**src/ccse_pkg.sv**
```systemverilog
`timescale 1ns / 1ps
// ----------------------------------------------------------------------------
// ccse_pkg: shared types and constants
// word formats, character codes and the work descriptor passed from the
// lexer to the output serializer
// ----------------------------------------------------------------------------
package ccse_pkg;

   // character codes
   localparam logic [7:0] CH_LF    = 8'd10;
   localparam logic [7:0] CH_CR    = 8'd13;
   localparam logic [7:0] CH_SPACE = 8'd32;
   localparam logic [7:0] CH_DQ    = 8'd34;
   localparam logic [7:0] CH_SQ    = 8'd39;
   localparam logic [7:0] CH_STAR  = 8'd42;
   localparam logic [7:0] CH_COMMA = 8'd44;
   localparam logic [7:0] CH_SLASH = 8'd47;
   localparam logic [7:0] CH_BS    = 8'd92;
   localparam logic [7:0] CH_N     = 8'd110;

   // line break text is eight characters long
   localparam int unsigned BREAK_LEN = 8;
   localparam int unsigned BIDX_W    = $clog2(BREAK_LEN);

   typedef struct packed {
      logic [7:0] in_byte;
      logic       new_file;
   } req_type;

   typedef struct packed {
      logic [7:0] out_byte;
      logic       last;
   } rsp_type;

   // tail of a word's output: nothing, one char, or backslash then char
   typedef enum logic [1:0] {
      PUT_NONE,
      PUT_CHAR,
      PUT_ESC
   } put_mode_type;

   // output work for one input byte, emitted in order slash, break, put
   typedef struct packed {
      logic         slash;
      logic         brk;
      put_mode_type put;
      logic [7:0]   ch;
   } desc_type;

   // quote, comma, newline, four spaces, quote
   function automatic logic [7:0] break_char(input logic [BIDX_W-1:0] idx);
      logic [7:0] c;
      case (idx)
         3'd0: c = CH_DQ;
         3'd1: c = CH_COMMA;
         3'd2: c = CH_LF;
         3'd7: c = CH_DQ;
         default: c = CH_SPACE;
      endcase
      return c;
   endfunction

endpackage

```
**src/ccse_lexer.sv**
```systemverilog
`timescale 1ns / 1ps
// ----------------------------------------------------------------------------
// ccse_lexer: comment stripping state machine
// tracks comments, literals, cr-lf pairs and space runs, and turns each
// accepted word into an output work descriptor
// ----------------------------------------------------------------------------
module ccse_lexer (
   input  logic              clock,
   input  logic              reset,
   input  logic              take,
   input  ccse_pkg::req_type req_data,
   output logic              desc_valid,
   output ccse_pkg::desc_type desc
);

   typedef enum logic [3:0] {
      ST_BASE,
      ST_SL,
      ST_LINE,
      ST_BLK,
      ST_BSTAR,
      ST_STR,
      ST_STRE,
      ST_CHR,
      ST_CHRE
   } lex_state_type;

   lex_state_type state_ff, state_in;
   logic          lht_ff, lht_in;
   logic          pws_ff, pws_in;
   logic          pcr_ff, pcr_in;

   lex_state_type st, s;
   logic          lht, pws, pcr;
   logic [7:0]    c;
   logic          drop_lf, drop_sp, put, slash, brk, lht_n, in_lit;

   always_comb begin
      // a new file starts from a clean lexer
      st  = req_data.new_file ? ST_BASE : state_ff;
      lht = req_data.new_file ? 1'b0 : lht_ff;
      pws = req_data.new_file ? 1'b0 : pws_ff;
      pcr = req_data.new_file ? 1'b0 : pcr_ff;

      drop_lf = pcr && (req_data.in_byte == ccse_pkg::CH_LF);
      c       = (req_data.in_byte == ccse_pkg::CH_CR) ? ccse_pkg::CH_LF : req_data.in_byte;
      drop_sp = !drop_lf && (c == ccse_pkg::CH_SPACE) && pws;

      s     = st;
      put   = 1'b0;
      slash = 1'b0;
      brk   = 1'b0;
      lht_n = lht;

      case (st)
         ST_SL: begin
            if (c == ccse_pkg::CH_SLASH) begin
               s = ST_LINE;
            end else if (c == ccse_pkg::CH_STAR) begin
               s = ST_BLK;
            end else if (c == ccse_pkg::CH_LF) begin
               slash = 1'b1;
               brk   = 1'b1;
            end else begin
               slash = 1'b1;
               put   = 1'b1;
               if (c == ccse_pkg::CH_DQ) begin
                  s = ST_STR;
               end else if (c == ccse_pkg::CH_SQ) begin
                  s = ST_CHR;
               end else begin
                  s = ST_BASE;
               end
            end
         end
         ST_LINE: begin
            if (c == ccse_pkg::CH_LF) begin
               s     = ST_BASE;
               brk   = lht;
               lht_n = 1'b0;
            end
         end
         ST_BLK: begin
            if (c == ccse_pkg::CH_STAR) s = ST_BSTAR;
         end
         ST_BSTAR: begin
            s = (c == ccse_pkg::CH_SLASH) ? ST_BASE : ST_BLK;
         end
         ST_STR: begin
            if (c == ccse_pkg::CH_DQ) begin
               s = ST_BASE;
            end else if (c == ccse_pkg::CH_BS) begin
               s = ST_STRE;
            end
            put = 1'b1;
         end
         ST_STRE: begin
            s   = ST_STR;
            put = 1'b1;
         end
         ST_CHR: begin
            if (c == ccse_pkg::CH_SQ) begin
               s = ST_BASE;
            end else if (c == ccse_pkg::CH_BS) begin
               s = ST_CHRE;
            end
            put = 1'b1;
         end
         ST_CHRE: begin
            s   = ST_CHR;
            put = 1'b1;
         end
         default: begin
            s = ST_BASE;
            if (c == ccse_pkg::CH_SLASH) begin
               s = ST_SL;
            end else if (c == ccse_pkg::CH_LF) begin
               brk   = lht;
               lht_n = 1'b0;
            end else begin
               if (c == ccse_pkg::CH_DQ) begin
                  s = ST_STR;
               end else if (c == ccse_pkg::CH_SQ) begin
                  s = ST_CHR;
               end
               put = 1'b1;
            end
         end
      endcase

      if (put) lht_n = 1'b1;
      in_lit = (s == ST_STR) || (s == ST_STRE) || (s == ST_CHR) || (s == ST_CHRE);

      // descriptor for the serializer
      desc.slash = slash;
      desc.brk   = brk;
      if (!put) begin
         desc.put = ccse_pkg::PUT_NONE;
         desc.ch  = c;
      end else if (c == ccse_pkg::CH_LF) begin
         desc.put = ccse_pkg::PUT_ESC;
         desc.ch  = ccse_pkg::CH_N;
      end else if ((c == ccse_pkg::CH_DQ) || (c == ccse_pkg::CH_SQ)
                   || (c == ccse_pkg::CH_BS)) begin
         desc.put = ccse_pkg::PUT_ESC;
         desc.ch  = c;
      end else begin
         desc.put = ccse_pkg::PUT_CHAR;
         desc.ch  = c;
      end
      desc_valid = !drop_lf && !drop_sp && (slash || brk || put);

      // next state
      state_in = state_ff;
      lht_in   = lht_ff;
      pws_in   = pws_ff;
      pcr_in   = pcr_ff;
      if (take) begin
         if (drop_lf) begin
            pcr_in = 1'b0;
         end else if (drop_sp) begin
            pcr_in = 1'b0;
         end else begin
            state_in = s;
            lht_in   = lht_n;
            pws_in   = (c == ccse_pkg::CH_SPACE) && !in_lit;
            pcr_in   = (req_data.in_byte == ccse_pkg::CH_CR);
         end
      end
   end

   always_ff @(posedge clock) begin
      if (reset) begin
         state_ff <= ST_BASE;
         lht_ff   <= 1'b0;
         pws_ff   <= 1'b0;
         pcr_ff   <= 1'b0;
      end else begin
         state_ff <= state_in;
         lht_ff   <= lht_in;
         pws_ff   <= pws_in;
         pcr_ff   <= pcr_in;
      end
   end

endmodule

```
**src/ccse_emitter.sv**
```systemverilog
`timescale 1ns / 1ps
// ----------------------------------------------------------------------------
// ccse_emitter: output serializer
// one staging slot and one active job; the job is sent one character per
// handshake, slash first, then the line break text, then the escaped char
// ----------------------------------------------------------------------------
module ccse_emitter (
   input  logic               clock,
   input  logic               reset,
   input  logic               push,
   input  ccse_pkg::desc_type push_desc,
   output logic               stage_full,
   output logic               rsp_valid,
   input  logic               rsp_ready,
   output ccse_pkg::rsp_type  rsp_data
);

   ccse_pkg::desc_type               stage_ff, stage_in;
   logic                             stage_vld_ff, stage_vld_in;
   ccse_pkg::desc_type               job_ff, job_in;
   logic [ccse_pkg::BIDX_W-1:0]      bidx_ff, bidx_in;

   logic busy, last, fire, job_done;
   logic [7:0] cur;

   assign busy = job_ff.slash || job_ff.brk || (job_ff.put != ccse_pkg::PUT_NONE);

   always_comb begin
      // current character and whether it closes the word's output
      if (job_ff.slash) begin
         cur  = ccse_pkg::CH_SLASH;
         last = !job_ff.brk && (job_ff.put == ccse_pkg::PUT_NONE);
      end else if (job_ff.brk) begin
         cur  = ccse_pkg::break_char(bidx_ff);
         last = (bidx_ff == ccse_pkg::BIDX_W'(ccse_pkg::BREAK_LEN - 1))
                && (job_ff.put == ccse_pkg::PUT_NONE);
      end else begin
         case (job_ff.put)
            ccse_pkg::PUT_ESC: begin
               cur  = ccse_pkg::CH_BS;
               last = 1'b0;
            end
            default: begin
               cur  = job_ff.ch;
               last = 1'b1;
            end
         endcase
      end
   end

   assign fire     = busy && rsp_ready;
   assign job_done = !busy || (fire && last);

   always_comb begin
      job_in       = job_ff;
      bidx_in      = bidx_ff;
      stage_in     = stage_ff;
      stage_vld_in = stage_vld_ff;

      if (fire && !last) begin
         if (job_ff.slash) begin
            job_in.slash = 1'b0;
         end else if (job_ff.brk) begin
            if (bidx_ff == ccse_pkg::BIDX_W'(ccse_pkg::BREAK_LEN - 1)) job_in.brk = 1'b0;
            bidx_in = bidx_ff + 1'b1;
         end else begin
            job_in.put = ccse_pkg::PUT_CHAR;
         end
      end

      if (job_done) begin
         bidx_in = '0;
         if (stage_vld_ff) begin
            job_in       = stage_ff;
            stage_vld_in = 1'b0;
         end else if (push) begin
            job_in = push_desc;
         end else begin
            job_in.slash = 1'b0;
            job_in.brk   = 1'b0;
            job_in.put   = ccse_pkg::PUT_NONE;
         end
      end else if (push) begin
         stage_in     = push_desc;
         stage_vld_in = 1'b1;
      end
   end

   always_ff @(posedge clock) begin
      if (reset) begin
         job_ff.slash <= 1'b0;
         job_ff.brk   <= 1'b0;
         job_ff.put   <= ccse_pkg::PUT_NONE;
         job_ff.ch    <= '0;
         bidx_ff      <= '0;
         stage_vld_ff <= 1'b0;
      end else begin
         job_ff.slash <= job_in.slash;
         job_ff.brk   <= job_in.brk;
         job_ff.put   <= job_in.put;
         job_ff.ch    <= job_in.ch;
         bidx_ff      <= bidx_in;
         stage_vld_ff <= stage_vld_in;
      end
   end

   always_ff @(posedge clock) begin
      stage_ff <= stage_in;
   end

   assign stage_full        = stage_vld_ff;
   assign rsp_valid         = busy;
   assign rsp_data.out_byte = cur;
   assign rsp_data.last     = last;

   // staging slot only fills behind a job that is still running
   a_stage_behind_job: assert property (@(posedge clock) disable iff (reset)
      stage_vld_ff |-> busy)
      else $error("staging slot full with no active job");

   // break index only moves while the line break text is being sent
   a_bidx_in_break: assert property (@(posedge clock) disable iff (reset)
      (bidx_ff != '0) |-> job_ff.brk)
      else $error("break index set outside line break");

   // a finished job with nothing waiting leaves the output idle
   a_idle_after_last: assert property (@(posedge clock) disable iff (reset)
      (fire && last && !stage_vld_ff && !push) |=> !busy)
      else $error("output still valid after last character");

   // no push is offered while the staging slot is occupied
   a_no_push_when_full: assert property (@(posedge clock) disable iff (reset)
      stage_vld_ff |-> !push)
      else $error("push into full staging slot");

endmodule

```
**src/c_comment_strip_escaper.sv**
```systemverilog
`timescale 1ns / 1ps
// ----------------------------------------------------------------------------
// c_comment_strip_escaper: c comment stripper and string escaper
// takes c source a word (byte) at a time, removes comments, folds cr-lf and
// space runs, and emits the kept text escaped as string-literal content
// ----------------------------------------------------------------------------
//
//   channel | dir | ports                        | word
//   --------+-----+------------------------------+---------------------------
//   req     | in  | req_valid req_ready req_data | in_byte, new_file
//   rsp     | out | rsp_valid rsp_ready rsp_data | out_byte, last
//
// - one input word per cycle when it makes at most one output character and
//   rsp_ready stays high; a word that makes n characters holds the output for
//   n handshakes (up to 9: pending slash, then eight character line break)
// - the lexer state machine updates in the accept cycle; its descriptor goes
//   straight into the output job register, or into a one-word staging slot
//   when the job register is still busy
// - req_ready is low only while the staging slot is full; it does not depend
//   on rsp_ready in the same cycle
// - a stall on rsp holds the current character and last flag unchanged
// - synchronous active-high reset clears lexer state, job and staging slot;
//   words dropped by the lexer (lf after cr, repeated space) make no output
//
module c_comment_strip_escaper (
   input  logic              clock,
   input  logic              reset,
   input  logic              req_valid,
   output logic              req_ready,
   input  ccse_pkg::req_type req_data,
   output logic              rsp_valid,
   input  logic              rsp_ready,
   output ccse_pkg::rsp_type rsp_data
);

   logic               take;
   logic               desc_valid;
   ccse_pkg::desc_type desc;
   logic               stage_full;

   // accept whenever the staging slot has room
   assign req_ready = !stage_full;
   assign take      = req_valid && req_ready;

   // lexer: comment / literal state machine and descriptor build
   ccse_lexer u_lexer (
      .clock      (clock),
      .reset      (reset),
      .take       (take),
      .req_data   (req_data),
      .desc_valid (desc_valid),
      .desc       (desc)
   );

   // serializer: expands each descriptor into output characters
   ccse_emitter u_emitter (
      .clock      (clock),
      .reset      (reset),
      .push       (take && desc_valid),
      .push_desc  (desc),
      .stage_full (stage_full),
      .rsp_valid  (rsp_valid),
      .rsp_ready  (rsp_ready),
      .rsp_data   (rsp_data)
   );

endmodule

```
**config.mk**
```make
export PLATFORM = sky130hd
export DESIGN_NAME = c_comment_strip_escaper
export DESIGN_NICKNAME = d
export VERILOG_FILES = /design/src/ccse_pkg.sv /design/src/ccse_lexer.sv /design/src/ccse_emitter.sv /design/src/c_comment_strip_escaper.sv
export SDC_FILE = /design/constraint.sdc
export NUM_CORES = 1
export LEC_CHECK = 0
export CORE_UTILIZATION = 40
export CTS_CLUSTER_DIAMETER = 30
export DETAILED_ROUTE_END_ITERATION = 7
export DONT_BUFFER_PORTS = 1
export SYNTH_ARGS = -nofsm -noshare
export SYNTH_HDL_FRONTEND = slang
export SYNTH_SLANG_ARGS = --single-unit
export TNS_END_PERCENT = 30
```
**constraint.sdc**
```tcl
create_clock -name clock -period 3 [get_ports clock]
set_input_delay 0.3 -clock clock [delete_from_list [all_inputs] [get_ports clock]]
set_output_delay 0.3 -clock clock [all_outputs]
set_load 0.05 [all_outputs]
```
* After elaboration in Yosys (flattened, before gate mapping) *
Index checks and enable logic that the tools add are counted.

word-level totals
  logic and storage cells = 152
  register bits after elaboration = 35

operators by class
  equality and inequality tests = 27
  reduce and logical (&&, ||, !) cells = 47
  mux-type cells = 59
  $add $sub $neg = 1
  bitwise gates (word level) = 4

operators by type and width
  cell                  number
  $mux W4               15
  $eq A8 B6 Y1 const B  5
  $mux W8               5
  $pmux W4 S8           1
  $mux W10              3
  $eq A4 B3 Y1 const B  7
  $mux W1               25
  $eq A8 B4 Y1 const B  3
  $mux W12              2
  $pmux W6 S3           1
  $logic_and A1 B1 Y1   13
  $logic_or A1 B1 Y1    10
  $reduce_and A3 Y1     3
  $eq A4 B2 Y1 const B  2
  $eq A4 B4 Y1 const B  2
  $eq A8 B7 Y1 const B  1
  $logic_not A1 Y1      7
  $reduce_or A7 Y1      1
  $mux W3               2
  $pmux W1 S3           2
  $reduce_and A2 Y1     3
  $reduce_bool A2 Y1    3
  $reduce_or A6 Y1      1
  $eq A4 B1 Y1 const B  1
  other kinds (14)      20

* Logic depth before layout (Yosys ltp) *
Gate-level depths: netlist of run 1.

  word-level depth = 15
  mapped depth = 8

* Modules after synthesis *
Synthesis of run 1 repeated with hierarchy kept, for this count alone.

second synthesis, totals
  cells, all modules = 324
  area total of the unflattened synthesis = 2,815.2 um2

modules (own cells, without submodules)
  module                   times used  sequential area each (um2)  area an instance (um2)  cells an instance
  ccse_emitter             1           680.7                       1,630.3                 173
  ccse_lexer               1           140.1                       1,166.1                 148
  c_comment_strip_escaper  1           0.0                         18.8                    3

* Least setup slack after synthesis of run 1 *
Ideal clock, no wire load.

  kind = input -> register
  from = in req_data[3] in the netlist's numbering
  to = reg u_emitter.stage_ff[0] in the netlist's numbering (enable)
  data arrival time = 2.303 ns
  path slack = 0.316 ns
  cell stages on the path = 7
  setup time = 0.380 ns
  path buffers = 1
  required time = 2.620 ns
  cell sequence = buf_2 -> or3b_2 -> a211oi_2 -> a221oi_1 -> a31oi_1 -> o21ai_0 -> nor2_1

on the way
  cells in the longest elaborated chain, start to end = 12

RTL lines
  element                          RTL line                                               source
  start, declared                  c_comment_strip_escaper.sv:30                          input ccse_pkg::req_type req_data,
  $eq A8 B4 Y1                     ccse_lexer.sv:46                                       c = (req_data.in_byte == ccse_pkg::CH_CR) ? ccse_pkg::CH_LF : req_data.in_byte;
  $mux W8                          ccse_lexer.sv:46
  $eq A8 B4 Y1                     ccse_lexer.sv:61, ccse_lexer.sv:77, ccse_lexer.sv:117
  $mux W1                          ccse_lexer.sv:61                                       end else if (c == ccse_pkg::CH_LF) begin
  $mux W1                          ccse_lexer.sv:59                                       end else if (c == ccse_pkg::CH_STAR) begin
  $mux W1                          ccse_lexer.sv:57                                       if (c == ccse_pkg::CH_SLASH) begin
  $pmux W1 S3                      ccse_lexer.sv:55                                       case (st)
  $logic_or A1 B1 Y1 (2 in a row)  ccse_lexer.sv:151                                      desc_valid = !drop_lf && !drop_sp && (slash || brk || put);
  $logic_and A1 B1 Y1 (*)          ccse_lexer.sv:151
  $logic_and A1 B1 Y1 (*)          c_comment_strip_escaper.sv:59                          .push (take && desc_valid),
  $reduce_and A2 Y1 (no line) (*)  -
  end signal, assigned             ccse_emitter.sv:108                                    stage_ff <= stage_in;
  end, declared                    ccse_emitter.sv:18                                     ccse_pkg::desc_type stage_ff, stage_in;

Every way passes the cells marked *; elsewhere a longest branch is shown, timed or not.
A chain may end at the register's enable or synchronous reset.

* Worst setup path in the final report of run 1 *
  from = reg u_lexer.state_ff[0]
  to = reg u_emitter.stage_ff[7] in the netlist's numbering (enable)

on the way
  cells in the longest elaborated chain, start to end = 9

RTL lines
  element                               RTL line                       source
  start, declared                       ccse_lexer.sv:28               lex_state_type state_ff, state_in;
  start signal, assigned                ccse_lexer.sv:179              state_ff <= state_in;
  $mux W4 (*)                           ccse_lexer.sv:40               st = req_data.new_file ? ST_BASE : state_ff;
  $eq A4 B2 Y1 (tied with other cells)  ccse_lexer.sv:55
  $reduce_or A6 Y1 (no line)            -
  $pmux W1 S3                           ccse_lexer.sv:55
  $logic_or A1 B1 Y1                    ccse_lexer.sv:151
  $logic_or A1 B1 Y1 (*)                ccse_lexer.sv:151
  $logic_and A1 B1 Y1 (*)               ccse_lexer.sv:151
  $logic_and A1 B1 Y1 (*)               c_comment_strip_escaper.sv:59
  $reduce_and A2 Y1 (no line) (*)       -

Marked as above.

==> results of run 1 <==
-- worst register-to-register path, delay by kind of cell (launching register included) --
family                 cells  cell delay, ps
AND/OR/NAND/NOR            3             950
AO/OA/AOI/OAI              3             570
flip-flops                 1             550
buffers and inverters      1             200
-- sequential cells by signal, indices dropped and copies added, names as in the netlist --
signal                count
u_lexer.state_ff          4
u_emitter.bidx_ff         3
u_lexer.pcr_ff            1
u_lexer.lht_ff            1
u_emitter.stage_ff       12
u_emitter.job_ff         12
u_emitter.stage_full      1
u_lexer.pws_ff            1
-- cell usage in the layout, fill, tap and decap left out, types with 5 or more instances in the layout --
master and count:
edfxtp_1 12, nor2b_1 7, nor2_1 22, dfxtp_1 23
nor3_1 7, a211oi_1 8, ha_1 5, clkbuf_8 5
or3_1 5, nand3_1 5, mux2i_1 6, o21ai_0 11
buf_4 13, nand2_1 29, inv_1 8, a21oi_1 17
nand2b_1 9, a31oi_1 11
-- report_power, final --
part,leakage (nW),switching [mW],total [mW],internal (mW)
logic,0.615,0.280,0.418,0.138
clock network,0.0455,0.181,0.344,0.163
registers,0.296,0.0288,0.564,0.535
total,0.957,0.489,1.33,0.836
-- final timing paths --
| check | endpoint | from |
|---|---|---|
| setup / recovery | u_emitter.stage_ff[7] | u_lexer.state_ff[0] |
| hold / removal | u_lexer.state_ff[3] | reset |
| setup reg to reg | u_emitter.stage_ff[7] | u_lexer.state_ff[0] |
| hold reg to reg | u_emitter.job_ff[1] | u_emitter.job_ff[1] |
-- kinds of logic (layout without fill, tap and decap cells) --
group | after synthesis | count (layout) | synth area share
XOR/XNOR | 1 | 1 | 0.00356
AO/OA/AOI/OAI | 92 | 92 | 0.267
buffers and inverters | 30 | 31 | 0.0519
adder cells (fa/ha/maj) | 5 | 5 | 0.0254
flip-flops | 35 | 35 | 0.334
multiplexers | 8 | 8 | 0.0366
AND/OR/NAND/NOR | 121 | 121 | 0.282
-- layer usage --
| metal | vias up | wire [µm] |
|---|---|---|
| met5 | - | 0 |
| met1 | 1059 | 2840 |
| met3 | 7 | 454 |
| met4 | 0 | 80 |
| li1 | 1110 | - |
| met2 | 76 | 2890 |
-- stage by stage --
step	cell area, µm²	setup slack [ps]	power [mW]	utilization	hold WS [ps]
5_1_grt	2650	223	1.39	0.448	56.1
4_1_cts	2650	427	1.33	0.448	60.4
3_5_place_dp	2570	445	0.991	0.434	377
6_report	2650	425	1.33	0.448	72.2
3_3_place_gp	2570	460	0.989	0.434	376
2_1_floorplan	2460	316	0.911	-	432
-- layout make-up --
| type | count | area [µm²] | share of cell area |
|---|---|---|---|
| Multi-Input combinational cell | 227 | 1520 | 0.572 |
| Clock buffer | 6 | 72.6 | 0.0274 |
| Tap cell | 75 | 93.8 | 0.0354 |
| Inverter | 10 | 37.5 | 0.0142 |
| Timing Repair Buffer | 13 | 97.6 | 0.0368 |
| Clock inverter | 2 | 11.3 | 0.00425 |
| Sequential cell | 35 | 821 | 0.310 |
==> out/metrics.yaml, run 1 <==
fmaxAchievable_mhz: 388
yosysSeqAreaShare: 0.334
tightest_slew_ps: 679
cts_buffer_depth: 2
route.detailed.drc: 0
cp-end-kind: "flop"
cts_hold_buffers: 0
first_global_vias: 2007
drive_above_1_share: 0.119
htree_levels: 2
syn_inst: 292
yosys_warnings: 0
first_iter_violations: 143
syn_area_um2: 2460
antenna_found_initial: 0
yosys.cell_count.top_type: "nand2_1"
cts_root_buf: "clkbuf_8"
synth.largest_area_cell: "dfxtp_1"
start_kind: "flop"
synthTopCellsByArea: "dfxtp_1, edfxtp_1, nand2_1"
r2r_cells: 7
final_cells: 368
netlist.area_leader.share: 0.187
cp_num_buf_inv: 1
fin_setup_tns_ps: 0
worstPathArrival_ps: 2580
synth_seq_cells: 35
post-cts-setup-buffers: 0
grt_usage: 0.209
port_buffers: 0
clock_latency_ps: 300
fin_crit_ps: 2570
hpwl_mm: 4.62
p_leak_nw: 0.957
io_pins: 24
post_drt_wl_per_cell_um: 17.0
holdPathStages: 1
grt-ovfl-total: 0
synth_commonest_cells: "nand2_1, dfxtp_1, nor2_1, a21oi_1, clkbuf_1"
area_growth_pct: 7.78
async_flop_share: 0
die_width_um: 80.4
place_inst: 360
gp_congestion: 0.910
rsz0062_at_grt: "no"
vias: 2252
use_met2: 0.334
path_clk_slew_ps: 70
power.density_nw_per_um2: 500
period_share: 0.858
maxSlewViolCount: 0
fillers: 599
ys.flop_type: "dfxtp_1"
grt_pass1_wl_mm: 10.2
synth-edff-count: 12
relSlewSlack: 0.545
cts.sinks: 35
rows: 28
hold_path.class: "in2reg"
ys_types: 70
status: "completed"
use_met1: 0.271
slowest_delay_ps: 550
avgSynthCellArea_um2: 8.42
num_antenna_cells: 0
worstPathCellList: "or3b_4 -> or3_4 -> o32a_2 -> a31oi_1 -> o21ai_0 -> nor2_1 -> buf_4"
worstPathMaxFanout: 13
grt_use_met3: 0.0489
nNetsFinal: 310
cts_tree: "built"
reg2reg_slack_ps: 430
first_pass_iters: 4
vias_per_cell: 6.12
maxCapViolations: 0
cp_num_cells: 7
drt_wl_total_mm: 6.27
core_area_um2: 5920
finalSetupViolCount: 0
ant_nets: 0
grt_max_degree: 21
start_util: 0.415
postCtsResizedCells: 0
crit_path_top_delay_cell: "dfxtp_1"
crit_family: "simple AND/OR/NAND/NOR gates"
synth_nets: 310
crit_type: "reg2reg"
ir_drop_mv: 0.325
crit_required_ps: 3010
numCtsBuffers: 5
busiest_layer: "met2"
fin_skew_ps: 5.35
hold_violations: 0
die_h_um: 80.4
dieArea_um2: 6470
Power figures use the tool's default switching activity.
==> inputs of run 2 (changes only) <==
--- a/config.mk
+++ b/config.mk
@@ -11,5 +11,6 @@
 export DONT_BUFFER_PORTS = 1
 export SYNTH_ARGS = -nofsm -noshare
 export SYNTH_HDL_FRONTEND = slang
+export SYNTH_HIERARCHICAL = 1
 export SYNTH_SLANG_ARGS = --single-unit
 export TNS_END_PERCENT = 30
==> run 2 against run 1 <==
Against the previous run:
- combinational power is 31% higher
- highest routed layer unchanged
- critical endpoint is now u_emitter/job_ff[11]
- utilization decreased by 2.2 points
- power increased by 14%
- area after synthesis increased by 14%
- via count up 4.2%
==> out/metrics.yaml, run 2 <==
yosys.cell_count.top_type: "dfxtp_1"  # was nand2_1
fillers: 699  # was 599
period_share: 0.909  # was 0.858
crit_type: "reg2reg"  # unchanged
htree_levels: 2  # unchanged
first_iter_violations: 103  # was 143
ys.flop_type: "dfxtp_1"  # unchanged
p_leak_nw: 1.04  # was 0.957 nW
ys_types: 74  # was 70
reg2reg_slack_ps: 270  # was 430 ps
crit_required_ps: 3180  # was 3010 ps
hold_violations: 0  # unchanged
clock_latency_ps: 290  # was 300 ps
antenna_found_initial: 0  # unchanged
cts_tree: "built"  # unchanged
area_growth_pct: 2.67  # was 7.78%
cts_hold_buffers: 0  # unchanged
numCtsBuffers: 5  # unchanged
first_global_vias: 2169  # was 2007
synth.largest_area_cell: "dfxtp_1"  # unchanged
rsz0062_at_grt: "no"  # unchanged
tightest_slew_ps: 758  # was 679 ps
place_inst: 403  # was 360
syn_area_um2: 2820  # was 2460 µm²
relSlewSlack: 0.494  # was 0.545
top_regs: "u_emitter/job_ff: 12 flops, u_emitter/stage_ff: 12 flops, u_lexer/state_ff: 4 flops"  # was u_emitter.job_ff: 12 flops, u_emitter.stage_ff: 12 flops, u_lexer.state_ff: 4 flops
cts_buffer_depth: 2  # unchanged
post_drt_wl_per_cell_um: 15.1  # was 17.0 µm
post-cts-setup-buffers: 0  # unchanged
grt_usage: 0.177  # was 0.209
start_util: 0.414  # was 0.415
drive_above_1_share: 0.152  # was 0.119
synth-edff-count: 12  # unchanged
yosysSeqAreaShare: 0.292  # was 0.334
syn_inst: 324  # was 292
start_kind: "flop"  # unchanged
cp-end-kind: "flop"  # unchanged
power.density_nw_per_um2: 525  # was 500 nW/µm²
path_clk_slew_ps: 80  # was 70 ps
synthTopCellsByArea: "dfxtp_1, edfxtp_1, nor2b_1"  # was dfxtp_1, edfxtp_1, nand2_1
async_flop_share: 0  # unchanged
maxCapViolations: 0  # unchanged
fin_crit_ps: 2730  # was 2570 ps
fmaxAchievable_mhz: 367  # was 388 MHz
final_cell_mix: "dfxtp_1, nor2_1, nand2_1"  # was nand2_1, dfxtp_1, nor2_1
core_area_um2: 6790  # was 5920 µm²
drt_wl_total_mm: 6.19  # was 6.27 mm
maxSlewViolCount: 0  # unchanged
grt_max_degree: 30  # was 21
ant_nets: 0  # unchanged
hpwl_mm: 4.65  # was 4.62 mm
netlist.area_leader.share: 0.164  # was 0.187
final_cells: 411  # was 368
die_h_um: 85.9  # was 80.4 µm
first_pass_iters: 4  # unchanged
yosys_warnings: 6  # was 0
dieArea_um2: 7380  # was 6470 µm²
die_width_um: 85.9  # was 80.4 µm
cts.sinks: 35  # unchanged
vias_per_cell: 5.71  # was 6.12
finalSetupViolCount: 0  # unchanged
grt_pass1_wl_mm: 10.4  # was 10.2 mm
io_pins: 24  # unchanged
vias: 2346  # was 2252
worstPathMaxFanout: 13  # unchanged
fin_setup_tns_ps: 0  # unchanged
final_common_cell: "dfxtp_1"  # was nand2_1
worstPathArrival_ps: 2910  # was 2580 ps
route.detailed.drc: 0  # unchanged
port_buffers: 0  # unchanged
postCtsResizedCells: 0  # unchanged
synth_commonest_cells: "dfxtp_1, nor2_1, nand2_1, nor2b_1, nor3_1"  # was nand2_1, dfxtp_1, nor2_1, a21oi_1, clkbuf_1
grt-ovfl-total: 0  # unchanged
synth_nets: 342  # was 310
gp_congestion: 0.914  # was 0.910
ir_drop_mv: 0.180  # was 0.325 mV
status: "completed"  # unchanged
fin_skew_ps: 10.9  # was 5.35 ps
avgSynthCellArea_um2: 8.69  # was 8.42 µm²
cts_root_buf: "clkbuf_8"  # unchanged
nNetsFinal: 332  # was 310
hold_path.class: "in2reg"  # unchanged
rows: 30  # was 28
synth_seq_cells: 35  # unchanged
num_antenna_cells: 0  # unchanged
run 2: cell types whose count changed in the layout (fill, tap and decap cells not counted), moves of 6 or more:
cell and change:
a211oi_1 -7, o211ai_1 +10, a31oi_1 -7, nand2_1 -9
a21oi_1 -9, nor3b_1 +10, nand2b_1 -6, nor3_1 +9
nor2b_1 +10, o211ai_2 +8
run 2: layout make-up:
type                            count  area, µm²  area share
Timing Repair Buffer                9       67.6      0.0234
Sequential cell                    35        821       0.284
Clock buffer                        5       68.8      0.0238
Clock inverter                      3       23.8     0.00823
Multi-Input combinational cell    252       1750       0.605
Tap cell                           96        120      0.0416
Inverter                           11       41.3      0.0143
run 2: power breakdown:
part           internal (mW)  switching [mW]  total [mW]  leakage [nW]
registers              0.557          0.0578       0.615         0.298
logic                  0.178           0.369       0.547         0.704
clock network          0.166           0.190       0.356        0.0408
total                  0.902           0.616        1.52          1.04
run 2: stage by stage:
stage	total power [mW]	hold slack, ps	worst slack (ps)	cell area, µm²	util
2_1_floorplan	1.12	451	437	2820	-
3_3_place_gp	1.17	371	287	2800	0.412
3_5_place_dp	1.17	372	202	2800	0.412
4_1_cts	1.53	60.4	156	2890	0.425
5_1_grt	1.60	51.5	74.9	2890	0.425
6_report	1.52	77.6	273	2890	0.425
run 2: layer usage:
| metal | track usage | wire length, µm | up-vias |
|---|---|---|---|
| li1 | - | - | 1185 |
| met5 | 0 | 0 | - |
| met2 | 0.298 | 3010 | 37 |
| met4 | 0.0439 | 54 | 0 |
| met1 | 0.231 | 2930 | 1118 |
| met3 | 0.0356 | 188 | 6 |
run 2: worst max-delay path, cell delays in order, from the launching register on:
cell and delay (ps):
dfxtp_1 410, or4_1 550, a211oi_1 220, o21ai_0 100
a21oi_1 250, o21a_1 170, and3b_2 300, nor2b_1 260
a22oi_1 110, o41ai_1 270
run 2: kinds of logic after synthesis:
logic type | count (synthesis) | synth area share
adder cells (fa/ha/maj) | 5 | 0.0222
multiplexers | 4 | 0.0142
AO/OA/AOI/OAI | 88 | 0.245
XOR/XNOR | 3 | 0.00934
AND/OR/NAND/NOR | 152 | 0.330
flip-flops | 35 | 0.292
buffers and inverters | 37 | 0.0880
run 2: path summary, 6_finish.rpt:
kind | start | endpoint | depth (start not counted)
max | u_lexer/state_ff[1] | u_emitter/job_ff[11] | 9
min | reset | u_lexer/state_ff[2] | 1
max reg2reg | u_lexer/state_ff[1] | u_emitter/job_ff[11] | 9
min reg2reg | u_emitter/job_ff[2] | u_emitter/job_ff[2] | 2
